**config.mk**
```make
export PLATFORM = sky130hd
export DESIGN_NAME = websocket_frame_deframer_flat
export DESIGN_NICKNAME = d
export VERILOG_FILES = /design/src/rtl/core/wsd_pkg.sv /design/src/rtl/core/wsd_if.sv /design/src/rtl/core/wsd_front.sv /design/src/rtl/core/wsd_fifo.sv /design/src/rtl/core/wsd_back.sv /design/src/rtl/core/websocket_frame_deframer.sv /design/src/flat_wrapper.sv
export SDC_FILE = /design/constraint.sdc
export NUM_CORES = 1
export LEC_CHECK = 0
export BUFFER_PORTS_ARGS = -buffer_cell sky130_fd_sc_hd__buf_2
export CORE_MARGIN = 2
export CORE_UTILIZATION = 25
export DETAILED_ROUTE_END_ITERATION = 8
export SETUP_SLACK_MARGIN = 0.02
export SKIP_CTS_REPAIR_TIMING = 1
export SLEW_MARGIN = 20
export SYNTH_ARGS = -nofsm -noshare
export SYNTH_HDL_FRONTEND = slang
export SYNTH_HIERARCHICAL = 1
export SYNTH_SLANG_ARGS = --single-unit
```
**constraint.sdc**
```tcl
create_clock -name clk_i -period 7 [get_ports clk_i]
set_input_delay 1.05 -clock clk_i [delete_from_list [all_inputs] [get_ports clk_i]]
set_output_delay 1.05 -clock clk_i [all_outputs]
set_load 0.005 [all_outputs]
```
**src/rtl/core/wsd_pkg.sv**
```systemverilog
// ----------------------------------------------------------------------------
// wsd_pkg
// Shared types and constants of the frame deframer.
// ----------------------------------------------------------------------------
package wsd_pkg;

  typedef enum logic [1:0] {
    EV_DATA   = 2'd0,
    EV_CLOSE  = 2'd1,
    EV_REJECT = 2'd2,
    EV_EMPTY  = 2'd3
  } wsd_event_e;

  localparam logic [7:0] OpText   = 8'h81;
  localparam logic [7:0] OpBinary = 8'h82;
  localparam logic [7:0] OpClose  = 8'h88;
  localparam logic [6:0] LenExt16 = 7'd126;
  localparam logic [6:0] LenExt64 = 7'd127;
  localparam logic [15:0] MaxPayloadReset = 16'd4096;

  typedef struct packed {
    wsd_event_e  kind;
    logic [7:0]  data;
    logic [7:0]  key;
    logic        last;
    logic        binary;
    logic [15:0] length;
  } wsd_cmd_t;

endpackage

```
**src/rtl/core/wsd_if.sv**
```systemverilog
// ----------------------------------------------------------------------------
// wsd_if
// Valid/ready channels of the frame deframer.
// ----------------------------------------------------------------------------
interface wsd_in_if;
  logic       valid;
  logic       ready;
  logic [7:0] rx_byte;
  logic       buffer_start;
  modport source (output valid, output rx_byte, output buffer_start, input ready);
  modport sink (input valid, input rx_byte, input buffer_start, output ready);
endinterface

interface wsd_out_if;
  logic        valid;
  logic        ready;
  logic [1:0]  event_kind;
  logic [7:0]  payload_byte;
  logic        last_byte;
  logic        binary_frame;
  logic [15:0] frame_length;
  modport source (output valid, output event_kind, output payload_byte,
                  output last_byte, output binary_frame, output frame_length,
                  input ready);
  modport sink (input valid, input event_kind, input payload_byte,
                input last_byte, input binary_frame, input frame_length,
                output ready);
endinterface

interface wsd_cfg_if;
  logic        valid;
  logic        ready;
  logic [15:0] max_payload;
  modport source (output valid, output max_payload, input ready);
  modport sink (input valid, input max_payload, output ready);
endinterface

```
**src/rtl/core/wsd_front.sv**
```systemverilog
// ----------------------------------------------------------------------------
// wsd_front
// Header parser: tracks the frame phase and queues one command per result.
// ----------------------------------------------------------------------------
module wsd_front (
  input  logic              clk_i,
  input  logic              rst_ni,
  input  logic              fire_i,
  input  logic [7:0]        rx_byte_i,
  input  logic              buffer_start_i,
  input  logic [15:0]       max_payload_i,
  output logic              push_o,
  output wsd_pkg::wsd_cmd_t cmd_o
);

  typedef enum logic [2:0] {
    PH_IDLE    = 3'd0,
    PH_LEN     = 3'd1,
    PH_EXT     = 3'd2,
    PH_MASK    = 3'd3,
    PH_PAYLOAD = 3'd4
  } phase_e;

  phase_e      phase_q, phase_d;
  logic [2:0]  hc_q, hc_d;
  logic [15:0] len_q, len_d;
  logic [15:0] idx_q, idx_d;
  logic [31:0] key_q, key_d;
  logic        mask_q, mask_d;
  logic        bin_q, bin_d;

  logic        lk_go;
  logic [15:0] lk_len;
  logic        lk_mask;
  logic [7:0]  key_byte;

  always_comb begin
    case (idx_q[1:0])
      2'd0:    key_byte = key_q[31:24];
      2'd1:    key_byte = key_q[23:16];
      2'd2:    key_byte = key_q[15:8];
      default: key_byte = key_q[7:0];
    endcase
  end

  always_comb begin
    phase_d = phase_q;
    hc_d    = hc_q;
    len_d   = len_q;
    idx_d   = idx_q;
    key_d   = key_q;
    mask_d  = mask_q;
    bin_d   = bin_q;
    lk_go   = 1'b0;
    lk_len  = len_q;
    lk_mask = mask_q;
    push_o  = 1'b0;
    cmd_o   = '0;
    if (fire_i) begin
      if (buffer_start_i) begin
        hc_d   = '0;
        len_d  = '0;
        idx_d  = '0;
        key_d  = '0;
        mask_d = 1'b0;
        bin_d  = 1'b0;
        if (rx_byte_i == wsd_pkg::OpClose) begin
          phase_d    = PH_IDLE;
          push_o     = 1'b1;
          cmd_o.kind = wsd_pkg::EV_CLOSE;
        end else if (rx_byte_i == wsd_pkg::OpText || rx_byte_i == wsd_pkg::OpBinary) begin
          bin_d   = (rx_byte_i == wsd_pkg::OpBinary);
          phase_d = PH_LEN;
        end else begin
          phase_d = PH_IDLE;
        end
      end else begin
        case (phase_q)
          PH_LEN: begin
            mask_d = rx_byte_i[7];
            if (rx_byte_i[6:0] == wsd_pkg::LenExt64) begin
              phase_d      = PH_IDLE;
              push_o       = 1'b1;
              cmd_o.kind   = wsd_pkg::EV_REJECT;
              cmd_o.binary = bin_q;
            end else if (rx_byte_i[6:0] == wsd_pkg::LenExt16) begin
              phase_d = PH_EXT;
              hc_d    = '0;
              len_d   = '0;
            end else begin
              len_d   = {9'd0, rx_byte_i[6:0]};
              lk_go   = 1'b1;
              lk_len  = len_d;
              lk_mask = rx_byte_i[7];
            end
          end
          PH_EXT: begin
            len_d  = {len_q[7:0], rx_byte_i};
            hc_d   = hc_q + 3'd1;
            lk_go  = (hc_d >= 3'd2);
            lk_len = len_d;
          end
          PH_MASK: begin
            key_d = {key_q[23:0], rx_byte_i};
            hc_d  = hc_q + 3'd1;
            if (hc_d >= 3'd4) begin
              idx_d = '0;
              if (len_q == 16'd0) begin
                phase_d      = PH_IDLE;
                push_o       = 1'b1;
                cmd_o.kind   = wsd_pkg::EV_EMPTY;
                cmd_o.binary = bin_q;
              end else begin
                phase_d = PH_PAYLOAD;
              end
            end
          end
          PH_PAYLOAD: begin
            idx_d        = idx_q + 16'd1;
            push_o       = 1'b1;
            cmd_o.kind   = wsd_pkg::EV_DATA;
            cmd_o.data   = rx_byte_i;
            cmd_o.key    = mask_q ? key_byte : 8'd0;
            cmd_o.last   = (idx_d >= len_q);
            cmd_o.binary = bin_q;
            cmd_o.length = len_q;
            if (idx_d >= len_q) begin
              phase_d = PH_IDLE;
            end
          end
          default: begin
            phase_d = PH_IDLE;
          end
        endcase
        if (lk_go) begin
          if (lk_len > max_payload_i) begin
            phase_d      = PH_IDLE;
            push_o       = 1'b1;
            cmd_o.kind   = wsd_pkg::EV_REJECT;
            cmd_o.binary = bin_q;
            cmd_o.length = lk_len;
          end else if (lk_mask) begin
            phase_d = PH_MASK;
            hc_d    = '0;
          end else if (lk_len == 16'd0) begin
            phase_d      = PH_IDLE;
            push_o       = 1'b1;
            cmd_o.kind   = wsd_pkg::EV_EMPTY;
            cmd_o.binary = bin_q;
          end else begin
            phase_d = PH_PAYLOAD;
          end
        end
      end
    end
  end

  always_ff @(posedge clk_i or negedge rst_ni) begin
    if (!rst_ni) begin
      phase_q <= PH_IDLE;
      hc_q    <= '0;
      len_q   <= '0;
      idx_q   <= '0;
      key_q   <= '0;
      mask_q  <= 1'b0;
      bin_q   <= 1'b0;
    end else begin
      phase_q <= phase_d;
      hc_q    <= hc_d;
      len_q   <= len_d;
      idx_q   <= idx_d;
      key_q   <= key_d;
      mask_q  <= mask_d;
      bin_q   <= bin_d;
    end
  end

`ifndef NO_ASSERTIONS
  a_data_from_payload: assert property (@(posedge clk_i) disable iff (!rst_ni)
    push_o && cmd_o.kind == wsd_pkg::EV_DATA |-> phase_q == PH_PAYLOAD && !buffer_start_i)
    else $error("payload beat queued outside the payload phase");
  a_payload_nonzero: assert property (@(posedge clk_i) disable iff (!rst_ni)
    phase_q == PH_PAYLOAD |-> len_q != 16'd0 && idx_q < len_q)
    else $error("payload phase with no bytes left");
`endif

endmodule

```
**src/rtl/core/wsd_fifo.sv**
```systemverilog
// ----------------------------------------------------------------------------
// wsd_fifo
// Short command queue between the header parser and the output stage.
// ----------------------------------------------------------------------------
module wsd_fifo #(
  parameter int unsigned Depth = 2
) (
  input  logic              clk_i,
  input  logic              rst_ni,
  input  logic              push_i,
  input  wsd_pkg::wsd_cmd_t wdata_i,
  input  logic              pop_i,
  output wsd_pkg::wsd_cmd_t rdata_o,
  output logic              full_o,
  output logic              empty_o
);

  localparam int unsigned AddrW = (Depth > 1) ? $clog2(Depth) : 1;
  localparam int unsigned CntW  = $clog2(Depth + 1);
  localparam logic [AddrW-1:0] LastAddr = AddrW'(Depth - 1);
  localparam logic [CntW-1:0]  FullCnt  = CntW'(Depth);

  wsd_pkg::wsd_cmd_t mem_q [Depth];
  logic [AddrW-1:0]  wr_q, wr_d, rd_q, rd_d;
  logic [CntW-1:0]   cnt_q, cnt_d;
  logic              do_push, do_pop;

  assign full_o  = (cnt_q == FullCnt);
  assign empty_o = (cnt_q == '0);
  assign do_push = push_i && !full_o;
  assign do_pop  = pop_i && !empty_o;
  assign rdata_o = mem_q[rd_q];

  always_comb begin
    wr_d  = wr_q;
    rd_d  = rd_q;
    cnt_d = cnt_q;
    if (do_push) begin
      wr_d = (wr_q == LastAddr) ? '0 : wr_q + AddrW'(1);
    end
    if (do_pop) begin
      rd_d = (rd_q == LastAddr) ? '0 : rd_q + AddrW'(1);
    end
    if (do_push && !do_pop) begin
      cnt_d = cnt_q + CntW'(1);
    end else if (do_pop && !do_push) begin
      cnt_d = cnt_q - CntW'(1);
    end
  end

  always_ff @(posedge clk_i) begin
    if (do_push) begin
      mem_q[wr_q] <= wdata_i;
    end
  end

  always_ff @(posedge clk_i or negedge rst_ni) begin
    if (!rst_ni) begin
      wr_q  <= '0;
      rd_q  <= '0;
      cnt_q <= '0;
    end else begin
      wr_q  <= wr_d;
      rd_q  <= rd_d;
      cnt_q <= cnt_d;
    end
  end

`ifndef NO_ASSERTIONS
  a_cnt_bound: assert property (@(posedge clk_i) disable iff (!rst_ni)
    cnt_q <= FullCnt)
    else $error("queue count beyond depth");
  a_no_push_full: assert property (@(posedge clk_i) disable iff (!rst_ni)
    push_i |-> !full_o)
    else $error("command pushed into a full queue");
  a_cnt_grow: assert property (@(posedge clk_i) disable iff (!rst_ni)
    do_push && !do_pop |=> cnt_q == $past(cnt_q) + CntW'(1))
    else $error("queue count did not follow a push");
`endif

endmodule

```
**src/rtl/core/wsd_back.sv**
```systemverilog
// ----------------------------------------------------------------------------
// wsd_back
// Output stage: unmasks payload and holds the result beat until taken.
// ----------------------------------------------------------------------------
module wsd_back (
  input  logic              clk_i,
  input  logic              rst_ni,
  input  logic              cmd_valid_i,
  input  wsd_pkg::wsd_cmd_t cmd_i,
  output logic              pop_o,
  wsd_out_if.source         out_o
);

  logic        valid_q;
  logic [1:0]  kind_q;
  logic [7:0]  byte_q;
  logic        last_q;
  logic        bin_q;
  logic [15:0] len_q;

  assign pop_o = cmd_valid_i && (!valid_q || out_o.ready);

  always_ff @(posedge clk_i or negedge rst_ni) begin
    if (!rst_ni) begin
      valid_q <= 1'b0;
    end else if (!valid_q || out_o.ready) begin
      valid_q <= cmd_valid_i;
    end
  end

  always_ff @(posedge clk_i) begin
    if (pop_o) begin
      kind_q <= cmd_i.kind;
      byte_q <= cmd_i.data ^ cmd_i.key;
      last_q <= cmd_i.last;
      bin_q  <= cmd_i.binary;
      len_q  <= cmd_i.length;
    end
  end

  assign out_o.valid        = valid_q;
  assign out_o.event_kind   = kind_q;
  assign out_o.payload_byte = byte_q;
  assign out_o.last_byte    = last_q;
  assign out_o.binary_frame = bin_q;
  assign out_o.frame_length = len_q;

endmodule

```
**src/rtl/core/websocket_frame_deframer.sv**
```systemverilog
// ----------------------------------------------------------------------------
// websocket_frame_deframer
// Path: a result beat is written into the command queue, then registered in the output stage.
// Throughput: one received byte per cycle; the input stalls only while the
// two-entry command queue between the header parser and the output is full.
// Reset: asynchronous and active low; the parser returns to idle, the queue
// and output empty, and the payload limit to 4096.
// ----------------------------------------------------------------------------
module websocket_frame_deframer #(
  parameter int unsigned FifoDepth = 2
) (
  input  logic      clk_i,
  input  logic      rst_ni,
  wsd_in_if.sink    in_i,
  wsd_cfg_if.sink   cfg_i,
  wsd_out_if.source out_o
);

  logic [15:0]       max_payload_q;
  logic              fire, push, pop, full, empty;
  wsd_pkg::wsd_cmd_t cmd_w, cmd_r;

  assign cfg_i.ready = 1'b1;
  assign in_i.ready  = !full;
  assign fire        = in_i.valid && in_i.ready;

  always_ff @(posedge clk_i or negedge rst_ni) begin
    if (!rst_ni) begin
      max_payload_q <= wsd_pkg::MaxPayloadReset;
    end else if (cfg_i.valid && cfg_i.ready) begin
      max_payload_q <= cfg_i.max_payload;
    end
  end

  wsd_front u_front (
    .clk_i          (clk_i),
    .rst_ni         (rst_ni),
    .fire_i         (fire),
    .rx_byte_i      (in_i.rx_byte),
    .buffer_start_i (in_i.buffer_start),
    .max_payload_i  (max_payload_q),
    .push_o         (push),
    .cmd_o          (cmd_w)
  );

  wsd_fifo #(
    .Depth (FifoDepth)
  ) u_fifo (
    .clk_i   (clk_i),
    .rst_ni  (rst_ni),
    .push_i  (push),
    .wdata_i (cmd_w),
    .pop_i   (pop),
    .rdata_o (cmd_r),
    .full_o  (full),
    .empty_o (empty)
  );

  wsd_back u_back (
    .clk_i       (clk_i),
    .rst_ni      (rst_ni),
    .cmd_valid_i (!empty),
    .cmd_i       (cmd_r),
    .pop_o       (pop),
    .out_o       (out_o)
  );

endmodule
```
**src/flat_wrapper.sv**
```systemverilog
// flat-port wrapper written by rule: the top's interface ports become plain ports
module websocket_frame_deframer_flat 
#(
  parameter int unsigned FifoDepth = 2
)
  (clk_i, rst_ni, in_i_valid, in_i_rx_byte, in_i_buffer_start, in_i_ready, cfg_i_valid, cfg_i_max_payload, cfg_i_ready, out_o_valid, out_o_event_kind, out_o_payload_byte, out_o_last_byte, out_o_binary_frame, out_o_frame_length, out_o_ready);
  wsd_in_if in_i_i ();
  wsd_cfg_if cfg_i_i ();
  wsd_out_if out_o_i ();
  input  logic clk_i;
  input  logic rst_ni;
  input wire logic [$bits(in_i_i.valid)-1:0] in_i_valid;
  input wire logic [$bits(in_i_i.rx_byte)-1:0] in_i_rx_byte;
  input wire logic [$bits(in_i_i.buffer_start)-1:0] in_i_buffer_start;
  output wire logic [$bits(in_i_i.ready)-1:0] in_i_ready;
  input wire logic [$bits(cfg_i_i.valid)-1:0] cfg_i_valid;
  input wire logic [$bits(cfg_i_i.max_payload)-1:0] cfg_i_max_payload;
  output wire logic [$bits(cfg_i_i.ready)-1:0] cfg_i_ready;
  output wire logic [$bits(out_o_i.valid)-1:0] out_o_valid;
  output wire logic [$bits(out_o_i.event_kind)-1:0] out_o_event_kind;
  output wire logic [$bits(out_o_i.payload_byte)-1:0] out_o_payload_byte;
  output wire logic [$bits(out_o_i.last_byte)-1:0] out_o_last_byte;
  output wire logic [$bits(out_o_i.binary_frame)-1:0] out_o_binary_frame;
  output wire logic [$bits(out_o_i.frame_length)-1:0] out_o_frame_length;
  input wire logic [$bits(out_o_i.ready)-1:0] out_o_ready;
  assign in_i_i.valid = in_i_valid;
  assign in_i_i.rx_byte = in_i_rx_byte;
  assign in_i_i.buffer_start = in_i_buffer_start;
  assign in_i_ready = in_i_i.ready;
  assign cfg_i_i.valid = cfg_i_valid;
  assign cfg_i_i.max_payload = cfg_i_max_payload;
  assign cfg_i_ready = cfg_i_i.ready;
  assign out_o_valid = out_o_i.valid;
  assign out_o_event_kind = out_o_i.event_kind;
  assign out_o_payload_byte = out_o_i.payload_byte;
  assign out_o_last_byte = out_o_i.last_byte;
  assign out_o_binary_frame = out_o_i.binary_frame;
  assign out_o_frame_length = out_o_i.frame_length;
  assign out_o_i.ready = out_o_ready;
  websocket_frame_deframer #(.FifoDepth(FifoDepth)) u_core (.clk_i(clk_i), .rst_ni(rst_ni), .in_i(in_i_i), .cfg_i(cfg_i_i), .out_o(out_o_i));
endmodule
```
## After elaboration in Yosys (flattened, before gate mapping)

Memories as Yosys holds them, arrays and structs flattened.
Cells that the tools add are included.

| storage, ports and cells | value |
|---|---|
| RAM bits | 72 |
| output and inout port bits | 31 |
| flip-flop bits (word level) | 121 |
| memories | 1 |

| operators by class | value |
|---|---|
| bitwise operators | 1 |
| $add $sub $neg | 6 |
| reductions and logical operators | 29 |
| magnitude comparators | 4 |
| equality and inequality tests | 18 |
| mux-type cells | 90 |

Memory list:

| name | depth | width | rd ports | clocked after Yosys merged registers in | write ports | RTL line | text |
|---|---|---|---|---|---|---|---|
| u_core.u_fifo.mem_q | 2 | 36 | 1 | 0 | 1 | wsd_fifo.sv:23 | `wsd_pkg::wsd_cmd_t mem_q [Depth];` |

Operators by type and width:

| cell | count |
|---|---|
| $mux 16 | 10 |
| $pmux 16 s2 | 3 |
| $mux 32 | 2 |
| $mux 3 | 16 |
| $mux 1 | 36 |
| $mux 36 | 1 |
| $mux 17 | 2 |
| $mux 34 | 1 |
| $logic_not 16->1 | 2 |
| $eq 8x8->1 const B | 3 |
| $pmux 8 s3 | 1 |
| $mux 2 | 10 |
| $add 16x1->16 const B | 1 |
| $ge 16x16->1 | 1 |
| $gt 16x16->1 | 1 |
| $eq 7x7->1 const B | 2 |
| $pmux 3 s4 | 1 |
| $ne 3x3->1 const B | 3 |
| $mux 8 | 1 |
| $ne 4x4->1 const B | 2 |
| $xor 8x8->8 | 1 |
| $mux 7 | 1 |
| $eq 3x2->1 const B | 2 |
| $logic_and 1x1->1 | 6 |
| 24 further kinds | 39 |

## Depth between registers and ports, before layout

Gate-level depths: netlist (run 1).

| logic depth | value |
|---|---|
| depth after elaboration | 18 |
| mapped depth | 21 |

## Cells and area by module

Netlist (run 1), hierarchy kept.

By module, submodules not included:

| module | seq. area each (µm²) | area each (µm²) | instances | cells an instance |
|---|---|---|---|---|
| wsd_front | 1,801.7 | 5,073.6 | 1 | 584 |
| wsd_fifo | 2,262.2 | 2,944.1 | 1 | 131 |
| wsd_back | 865.8 | 954.7 | 1 | 40 |
| websocket_frame_deframer | 401.6 | 675.6 | 1 | 39 |

## Least setup slack after synthesis (run 1)

OpenSTA, ideal clock, no wires.

| timing path | value |
|---|---|
| path kind | in2reg |
| start point | input in_i_rx_byte[6] |
| end point | memory u_core/u_fifo/mem_q[0][0] (netlist bit), enable pin |
| arrival time | 5.126 ns |
| required time | 6.571 ns |
| setup slack | 1.445 ns |
| stages on the path | 17 |
| cells stage by stage | buf_2 -> nand4_4 -> nor3_2 -> or2_1 -> buf_6 -> a21oi_1 -> ha_1 -> and4_1 -> o21ai_0 -> a31o_2 -> a31oi_1 -> and2_1 -> buf_4 -> a311oi_1 -> a31oi_1 -> nand2_1 -> nor2_1 |

| on the way | value |
|---|---|
| cells in the longest elaborated chain, start to end | 16 |
| elaborated cells on any way between the ends | 32 |
| classes of those cells | order compare: 1; eq/ne: 3; mux: 26; reduce/logical: 2 |

RTL lines:

| item | RTL line | text |
|---|---|---|
| from (decl) | flat_wrapper.sv:13 | `input wire logic [$bits(in_i_i.rx_byte)-1:0] in_i_rx_byte;` |
| branches (longest 11 deep; another with $gt 16x16->1) | n/a |  |
| $mux 1 (*) | wsd_front.sv:60 | `if (buffer_start_i) begin` |
| $mux 1 (*) | wsd_front.sv:59 | `if (fire_i) begin` |
| named net u_core.push | websocket_frame_deframer.sv:20 | `logic fire, push, pop, full, empty;` |
| $logic_and 1x1->1 (*) | wsd_fifo.sv:30 | `assign do_push = push_i && !full_o;` |
| $mux 1 (*) | wsd_fifo.sv:52 | `if (do_push) begin` |
| $mux 1 (not written as such) (*) | wsd_fifo.sv:53 | `mem_q[wr_q] <= wdata_i;` |
| to (decl) | wsd_fifo.sv:23 |  |

Mark *: on every way through the listed nets, which the timed path passes. The select of a mux whose other input is x is not followed.

## Worst setup path in the final report (run 1)

| timing path | value |
|---|---|
| start point | input in_i_rx_byte[5] |
| end point | memory u_core/u_fifo/mem_q[0][33] (netlist bit), enable pin |

The elaborated chain is that of the path after synthesis.

==> impl_metrics.ini, run 1 <==
[synth]
synthCells = 794
synthTopCellsByCount = edfxtp_1 (100), dfrtp_1 (92), nor2_1 (74)
synth.top_cell.area_share_pct = 31.12
avgSynthCellArea_um2 = 12.15
post-synth-top-area-cell = edfxtp_1
ys.warnings.count = 6
synth_edf_count = 100
synth_area_mm2 = 0.009648
synth.most_common_cell = edfxtp_1
async_reset_ff_share_pct = 48.19
synth_ff_type = edfxtp_1
yosys-top-cells-area = edfxtp_1 (31%), dfrtp_1 (24%), mux2_4 (6.1%)
ys_ff_latch = 193
ys_seq_area_share_pct = 55.26
syn-num-nets = 864
yosysUniqueCellTypes = 73

[timing]
fin_skew_ns = 0.01480
finalSetupTns_ns = 0
min_period_ns = 5.269
setup_ws_ns = 1.731
finalSetupViolCount = 0
hold_viol = 0
slew_headroom_pct = 44.97
worst_slew_pin_slew_ns = 0.8205
fmax_mhz = 189.8
slew_viol_final = 0
period_share_pct = 75.27
rsz0062_at_grt = false

[power_and_ir_drop]
p_total_mw = 3.755
ir_worst_vdd_uv = 207.8
p_leak_nw = 4.540
power_per_cell_area_mw_per_mm2 = 340.8

[cts]
insertion_delay_ns = 0.44
numCtsBuffers = 17
clockBufferDepth = 2
cts_tree = yes
cts_sinks = 193
cts.htree.levels = 4
cts_root_buf = clkbuf_16
cts.clk_slew.worst_paths_ns = 0.08

[routing]
wl_met1_um = 11240
drt_iter0_drc = 565
dr.pass1.iters = 6
drc = 0
met2_length_um = 10030
final_antenna_net_count = 0
vias_per_cell = 4.667
num_vias = 6375
drt-total-wl_um = 23170
routed.top_layer = met4
wl_per_cell_um = 16.96
route.met3.wl_um = 1499

[floorplan]
die-area_mm2 = 0.04018
core-area_mm2 = 0.03784
die_h_um = 200.5
pin_count = 61
initial_utilization_pct = 25.49
num_rows = 71
die_w_um = 200.5

[finish]
nNetsFinal = 912
antenna_cells = 0
drive_gt1_share_pct = 21.99
final_util_pct = 29.12
syn_to_final_growth_pct = 14.21
final_area_mm2 = 0.01102

[global_routing]
antenna_found_initial = 0
grt_use_total_pct = 11.56
grt_pass1_vias = 6107
grt-ovfl-total = 0
grt_pass1_wl_um = 36140
grt_max_degree = 64

[placement]
gp_congestion = 0.8739
post-dp-hpwl_um = 16630
placed_area_mm2 = 0.01041
io_buffers = 59
place_ws_ns = 1.423

[critical_path]
endpoint_kind = flip-flop
worstSetupPathType = primary input to flip-flop
critPathArrivalTime_ns = 5.35
cp_max_fo = 36
required_ns = 7.08
crit_path_start_kind = primary input

[hold_path]
hold_path.class = flip-flop to flip-flop

[outcome]
status = finished, final reports clean

[flow_run]
cap_violations = 0
==> power breakdown <==
group          switching (mW)  internal [mW]  leakage (nW)
clock                   0.464          0.520         0.292
combinational           0.735          0.497          2.06
sequential              0.133           1.40          2.19
==> cells by family (layout without fill, tap and decap cells) <==
group / Yosys count / in the layout / synth area share (%)
adders and majority gates: 40 / 40 / 5.187
muxes: 53 / 53 / 7.690
and+or+nand+nor: 207 / 207 / 10.45
other: 1 / 1 / 0.03887
buffers and inverters: 83 / 144 / 4.461
xor gates and xnor gates: 29 / 29 / 2.633
AOI/OAI and AO/OA: 188 / 188 / 14.28
DFF: 193 / 193 / 55.26
==> flip-flops by register name, indices dropped and copies added (netlist names) <==
| name | cells |
|---|---|
| u_core/u_front/phase_q | 3 |
| u_core/u_fifo/rd_q | 1 |
| u_core/u_front/hc_q | 3 |
| u_core/u_fifo/mem_q | 72 |
| u_core/u_back/out_o.valid | 1 |
| u_core/u_back/out_o.payload_byte | 8 |
| u_core/u_back/out_o.last_byte | 1 |
| u_core/u_back/out_o.binary_frame | 1 |
| u_core/u_back/out_o.frame_length | 16 |
| u_core/max_payload_q | 16 |
| u_core/u_front/len_q | 16 |
| u_core/u_back/out_o.event_kind | 2 |
| u_core/u_front/idx_q | 16 |
| u_core/u_front/mask_q | 1 |
| u_core/u_fifo/cnt_q | 2 |
| u_core/u_fifo/wr_q | 1 |
| u_core/u_front/bin_q | 1 |
| u_core/u_front/key_q | 32 |
==> worst max-delay path: stages <==
cell,delay [ns]
buf_2,0.14
nand2_1,0.21
nor3_2,0.08
nor2_1,0.46
o22ai_1,0.21
ha_1,0.36
and4_1,0.23
o211ai_1,0.10
a31o_2,0.22
a31oi_1,0.45
and2_1,0.65
a311oi_1,0.19
a31oi_1,0.29
nand2_1,0.15
nor2_2,0.10
buf_4,0.42
==> cell type report <==
cell class / count / area (µm²)
tap: 511 / 639.4
fill: 3909 / 26820
sequential: 193 / 5333
multi-input combinational: 518 / 3900
clock inverter: 13 / 166.4
inverter: 42 / 157.7
clock buffer: 19 / 442.9
timing repair buffer: 70 / 380.4
==> through the flow <==
stage | std cells | hold slack, ns
after floorplan | 794 | 0.4489
after global placement | 1334 | 0.4641
after detailed placement | 1334 | 0.4734
after CTS | 1366 | 0.4924
after global routing | 1366 | 0.5205
final | 1366 | 0.4901
==> layout by cell type, fill, tap and decap left out, types with 5 or more instances in the layout <==
master	count
a21oi_1	23
nor2_1	72
and4_1	5
o22ai_1	6
and3_1	12
xnor2_1	7
nand2_1	67
buf_4	12
nand2b_1	5
nand3_1	7
buf_2	58
a211oi_1	5
ha_1	40
o21a_1	5
a22oi_1	17
a222oi_1	8
o21ai_0	44
dfrtp_1	91
inv_1	41
a22o_1	42
xor2_1	22
mux2_2	13
clkbuf_16	17
mux2_4	39
edfxtp_1	100
==> routing by layer <==
| layer | up-vias | track usage (%) |
|---|---|---|
| met3 | 27 | 3.101 |
| met5 | - | 0 |
| li1 | 3009 | - |
| met4 | 0 | 3.228 |
| met2 | 235 | 17.03 |
| met1 | 3104 | 16.62 |
==> final timing paths <==
check / startpoint / endpoint / slack (ns) / cells after the start
worst min register to register: u_core/u_front/bin_q / u_core/u_front/bin_q / 0.49 / 2
min in group asynchronous: rst_ni / u_core/max_payload_q[2] / 0.55 / 1
max in group asynchronous: rst_ni / u_core/u_fifo/rd_q / 5.25 / 2
worst max register to register: u_core/u_front/phase_q[0] / u_core/u_fifo/mem_q[0][33] / 1.77 / 15
worst min-delay path: u_core/u_front/bin_q / u_core/u_front/bin_q / 0.49 / 2
worst max-delay path: in_i_rx_byte[5] / u_core/u_fifo/mem_q[0][33] / 1.73 / 16
No activity file was read; power rests on OpenSTA's default activity.
==> inputs of run 2 (changes only) <==
--- a/config.mk
+++ b/config.mk
@@ -5,6 +5,7 @@
 export SDC_FILE = /design/constraint.sdc
 export NUM_CORES = 1
 export LEC_CHECK = 0
+export ABC_AREA = 1
 export BUFFER_PORTS_ARGS = -buffer_cell sky130_fd_sc_hd__buf_2
 export CORE_MARGIN = 2
 export CORE_UTILIZATION = 25
==> constraint.sdc (replaced) <==
create_clock -name clk_i -period 4.7 [get_ports clk_i]
set_input_delay 0.705 -clock clk_i [delete_from_list [all_inputs] [get_ports clk_i]]
set_output_delay 0.705 -clock clk_i [all_outputs]
set_load 0.005 [all_outputs]
==> run 2 against run 1 <==
Combinational power shrank 14%. Synthesized cell count is 38% higher. Largest power group unchanged. Sequential cell count unchanged.
==> impl_metrics.ini, run 2 <==
[global_routing]
gr-usage-met2_pct = 17.78
grt_use_total_pct = 11.96
grt_max_degree = 66
grtUsageMet1_pct = 17.63
grt-busiest-layer = met2
grt_util_met3_pct = 2.247
grt-ovfl-total = 0
antenna_found_initial = 0
grt_pass1_vias = 7049
grt_pass1_wl_um = 38630

[timing]
rsz0062_at_grt = false
slew_viol_final = 0
finalSetupViolCount = 0
holdWs_ns = 0.3695
period_share_pct = 80.48
fin_skew_ns = 0.01024
fmax_mhz = 264.4
hold_viol = 0
slew_headroom_pct = 26.94
min_period_ns = 3.782
worst_slew_pin_slew_ns = 1.093
finalSetupTns_ns = 0

[routing]
drt-total-wl_um = 24220
wl_per_cell_um = 14.44
final_antenna_net_count = 0
dr.pass1.iters = 5
num_vias = 7408
vias_per_cell = 4.415
drc = 0
drt_iter0_drc = 687

[power_and_ir_drop]
power_per_cell_area_mw_per_mm2 = 417.9
p_leak_nw = 5.050
ir_worst_vdd_uv = 269.3

[cts]
clockBufferDepth = 2
insertion_delay_ns = 0.44
numCtsBuffers = 17
cts.htree.levels = 4
cts_root_buf = clkbuf_16
cts_tree = yes
cts.clk_slew.worst_paths_ns = 0.07
cts_sinks = 193

[synth]
synthTopCellsByCount = nand2_1 (309), inv_1 (147), edfxtp_1 (100)
synth.most_common_cell = nand2_1
synth_edf_count = 100
yosys-top-cells-area = edfxtp_1 (30%), dfrtp_1 (23%), nand2_1 (12%)
syn-num-nets = 1165
synth_area_mm2 = 0.009882
ys_seq_area_share_pct = 53.95
yosysUniqueCellTypes = 46
post-synth-top-area-cell = edfxtp_1
ys.warnings.count = 6
ys_ff_latch = 193
synthCells = 1095
avgSynthCellArea_um2 = 9.025
async_reset_ff_share_pct = 48.19
synth_ff_type = edfxtp_1
synth.top_cell.area_share_pct = 30.39

[placement]
post-dp-hpwl_um = 17840
dp.cells = 1646
io_buffers = 59
placed_area_mm2 = 0.01071
gp_congestion = 0.8902

[finish]
final_util_pct = 29.15
antenna_cells = 0
final_cells = 1678
reg_top3 = u_core/u_fifo/mem_q x72, u_core/u_front/key_q x32
syn_to_final_growth_pct = 14.55
layout_commonest_cell = nand2_1
nNetsFinal = 1217
largest_reg_flops = 72
largest-register = u_core/u_fifo/mem_q
final_area_mm2 = 0.01132
drive_gt1_share_pct = 14.22
layout_common_cells = nand2_1 (309), inv_1 (147), edfxtp_1 (100)

[critical_path]
critPathArrivalTime_ns = 3.88
cp_max_fo = 28
r2r_start = u_core/u_front/phase_q[1]
critPathLaunch = u_core/u_front/phase_q[1]
crit_path_start_kind = flip-flop
required_ns = 4.80
worstSetupPathType = flip-flop to flip-flop
endpoint_kind = flip-flop

[hold_path]
hold_path.class = primary input to asynchronous set/reset pin

[floorplan]
num_rows = 72
die-area_mm2 = 0.04113
pin_count = 61
die_w_um = 202.8
initial_utilization_pct = 25.45
core-area_mm2 = 0.03883
die_h_um = 202.8

[flow_run]
cap_violations = 0

[outcome]
status = finished, final reports clean
==> run 2: cell count changes after synthesis, sizes merged, moves of 12 or more <==
cell | previous run | this run
nand2 | 67 | 325
inv | 42 | 160
mux2 | 52 | 0
a22o | 42 | 1
o22ai | 6 | 42
nand3 | 8 | 42
nand4 | 4 | 27
a21oi | 26 | 48
a22oi | 17 | 0
clkbuf | 24 | 11
and3 | 12 | 0
xor2 | 22 | 10
==> run 2: worst max-delay path: stages, from the launching register on <==
cell     delay (ns)
dfrtp_1        0.43
inv_2          0.13
nor2_4         0.04
nand2_2        0.40
inv_2          0.27
nand2_1        0.14
nand2_1        0.10
ha_1           0.30
nand2_1        0.07
inv_1          0.05
nand3_1        0.10
nor3_1         0.27
nand2_1        0.09
nand2_1        0.10
nand3_2        0.08
nand4_1        0.11
nand2_1        0.05
inv_1          0.07
o21ai_0        0.13
nor2_2         0.13
buf_4          0.36
==> run 2: path summary, 6_finish.rpt <==
kind / cells after the start / endpoint / slack [ns]
worst max-delay path: 20 / u_core/u_fifo/mem_q[1][30] / 0.92
worst min-delay path: 1 / u_core/u_front/idx_q[12] / 0.37
worst max register to register: 20 / u_core/u_fifo/mem_q[1][30] / 0.92
worst min register to register: 2 / u_core/max_payload_q[15] / 0.47
max in group asynchronous: 2 / u_core/u_front/key_q[2] / 3.36
min in group clk_i: 3 / u_core/max_payload_q[9] / 0.47
==> run 2: routing by layer <==
layer,routed length (µm),up-vias
li1,-,3703
met1,11910,3503
met2,10490,184
met3,1511,18
met4,316,0
met5,0,-
==> run 2: cell families after synthesis <==
family	synth area share, %
AO/OA/AOI/OAI	9.344
AND/OR/NAND/NOR	21.92
other	0.03795
flip-flops	53.95
buffers and inverters	8.711
XOR/XNOR	0.9749
adder cells (fa/ha/maj)	5.065
==> run 2: metrics by stage <==
step | total power, mW | setup WS, ns
finish | 4.730 | 0.9176
detailed placement | 3.283 | 0.9726
global route | 5.025 | 0.5590
CTS | 4.796 | 0.9184
floorplan | 2.864 | 0.04522
global placement | 3.262 | 0.9979
==> run 2: power breakdown <==
part           internal, mW  switching (mW)
clock network         0.813           0.692
registers              2.05           0.110
logic                 0.344           0.717
total                  3.21            1.52
==> run 2: cell type report <==
class	count	area (µm²)
clock buffers	17	425.4
clock inverters	15	187.7
repair buffers	72	395.4
well taps	518	648.1
inverters	162	618.1
fillers	4052	27510
flip-flops and latches	193	5331
multi-input cells	701	3714
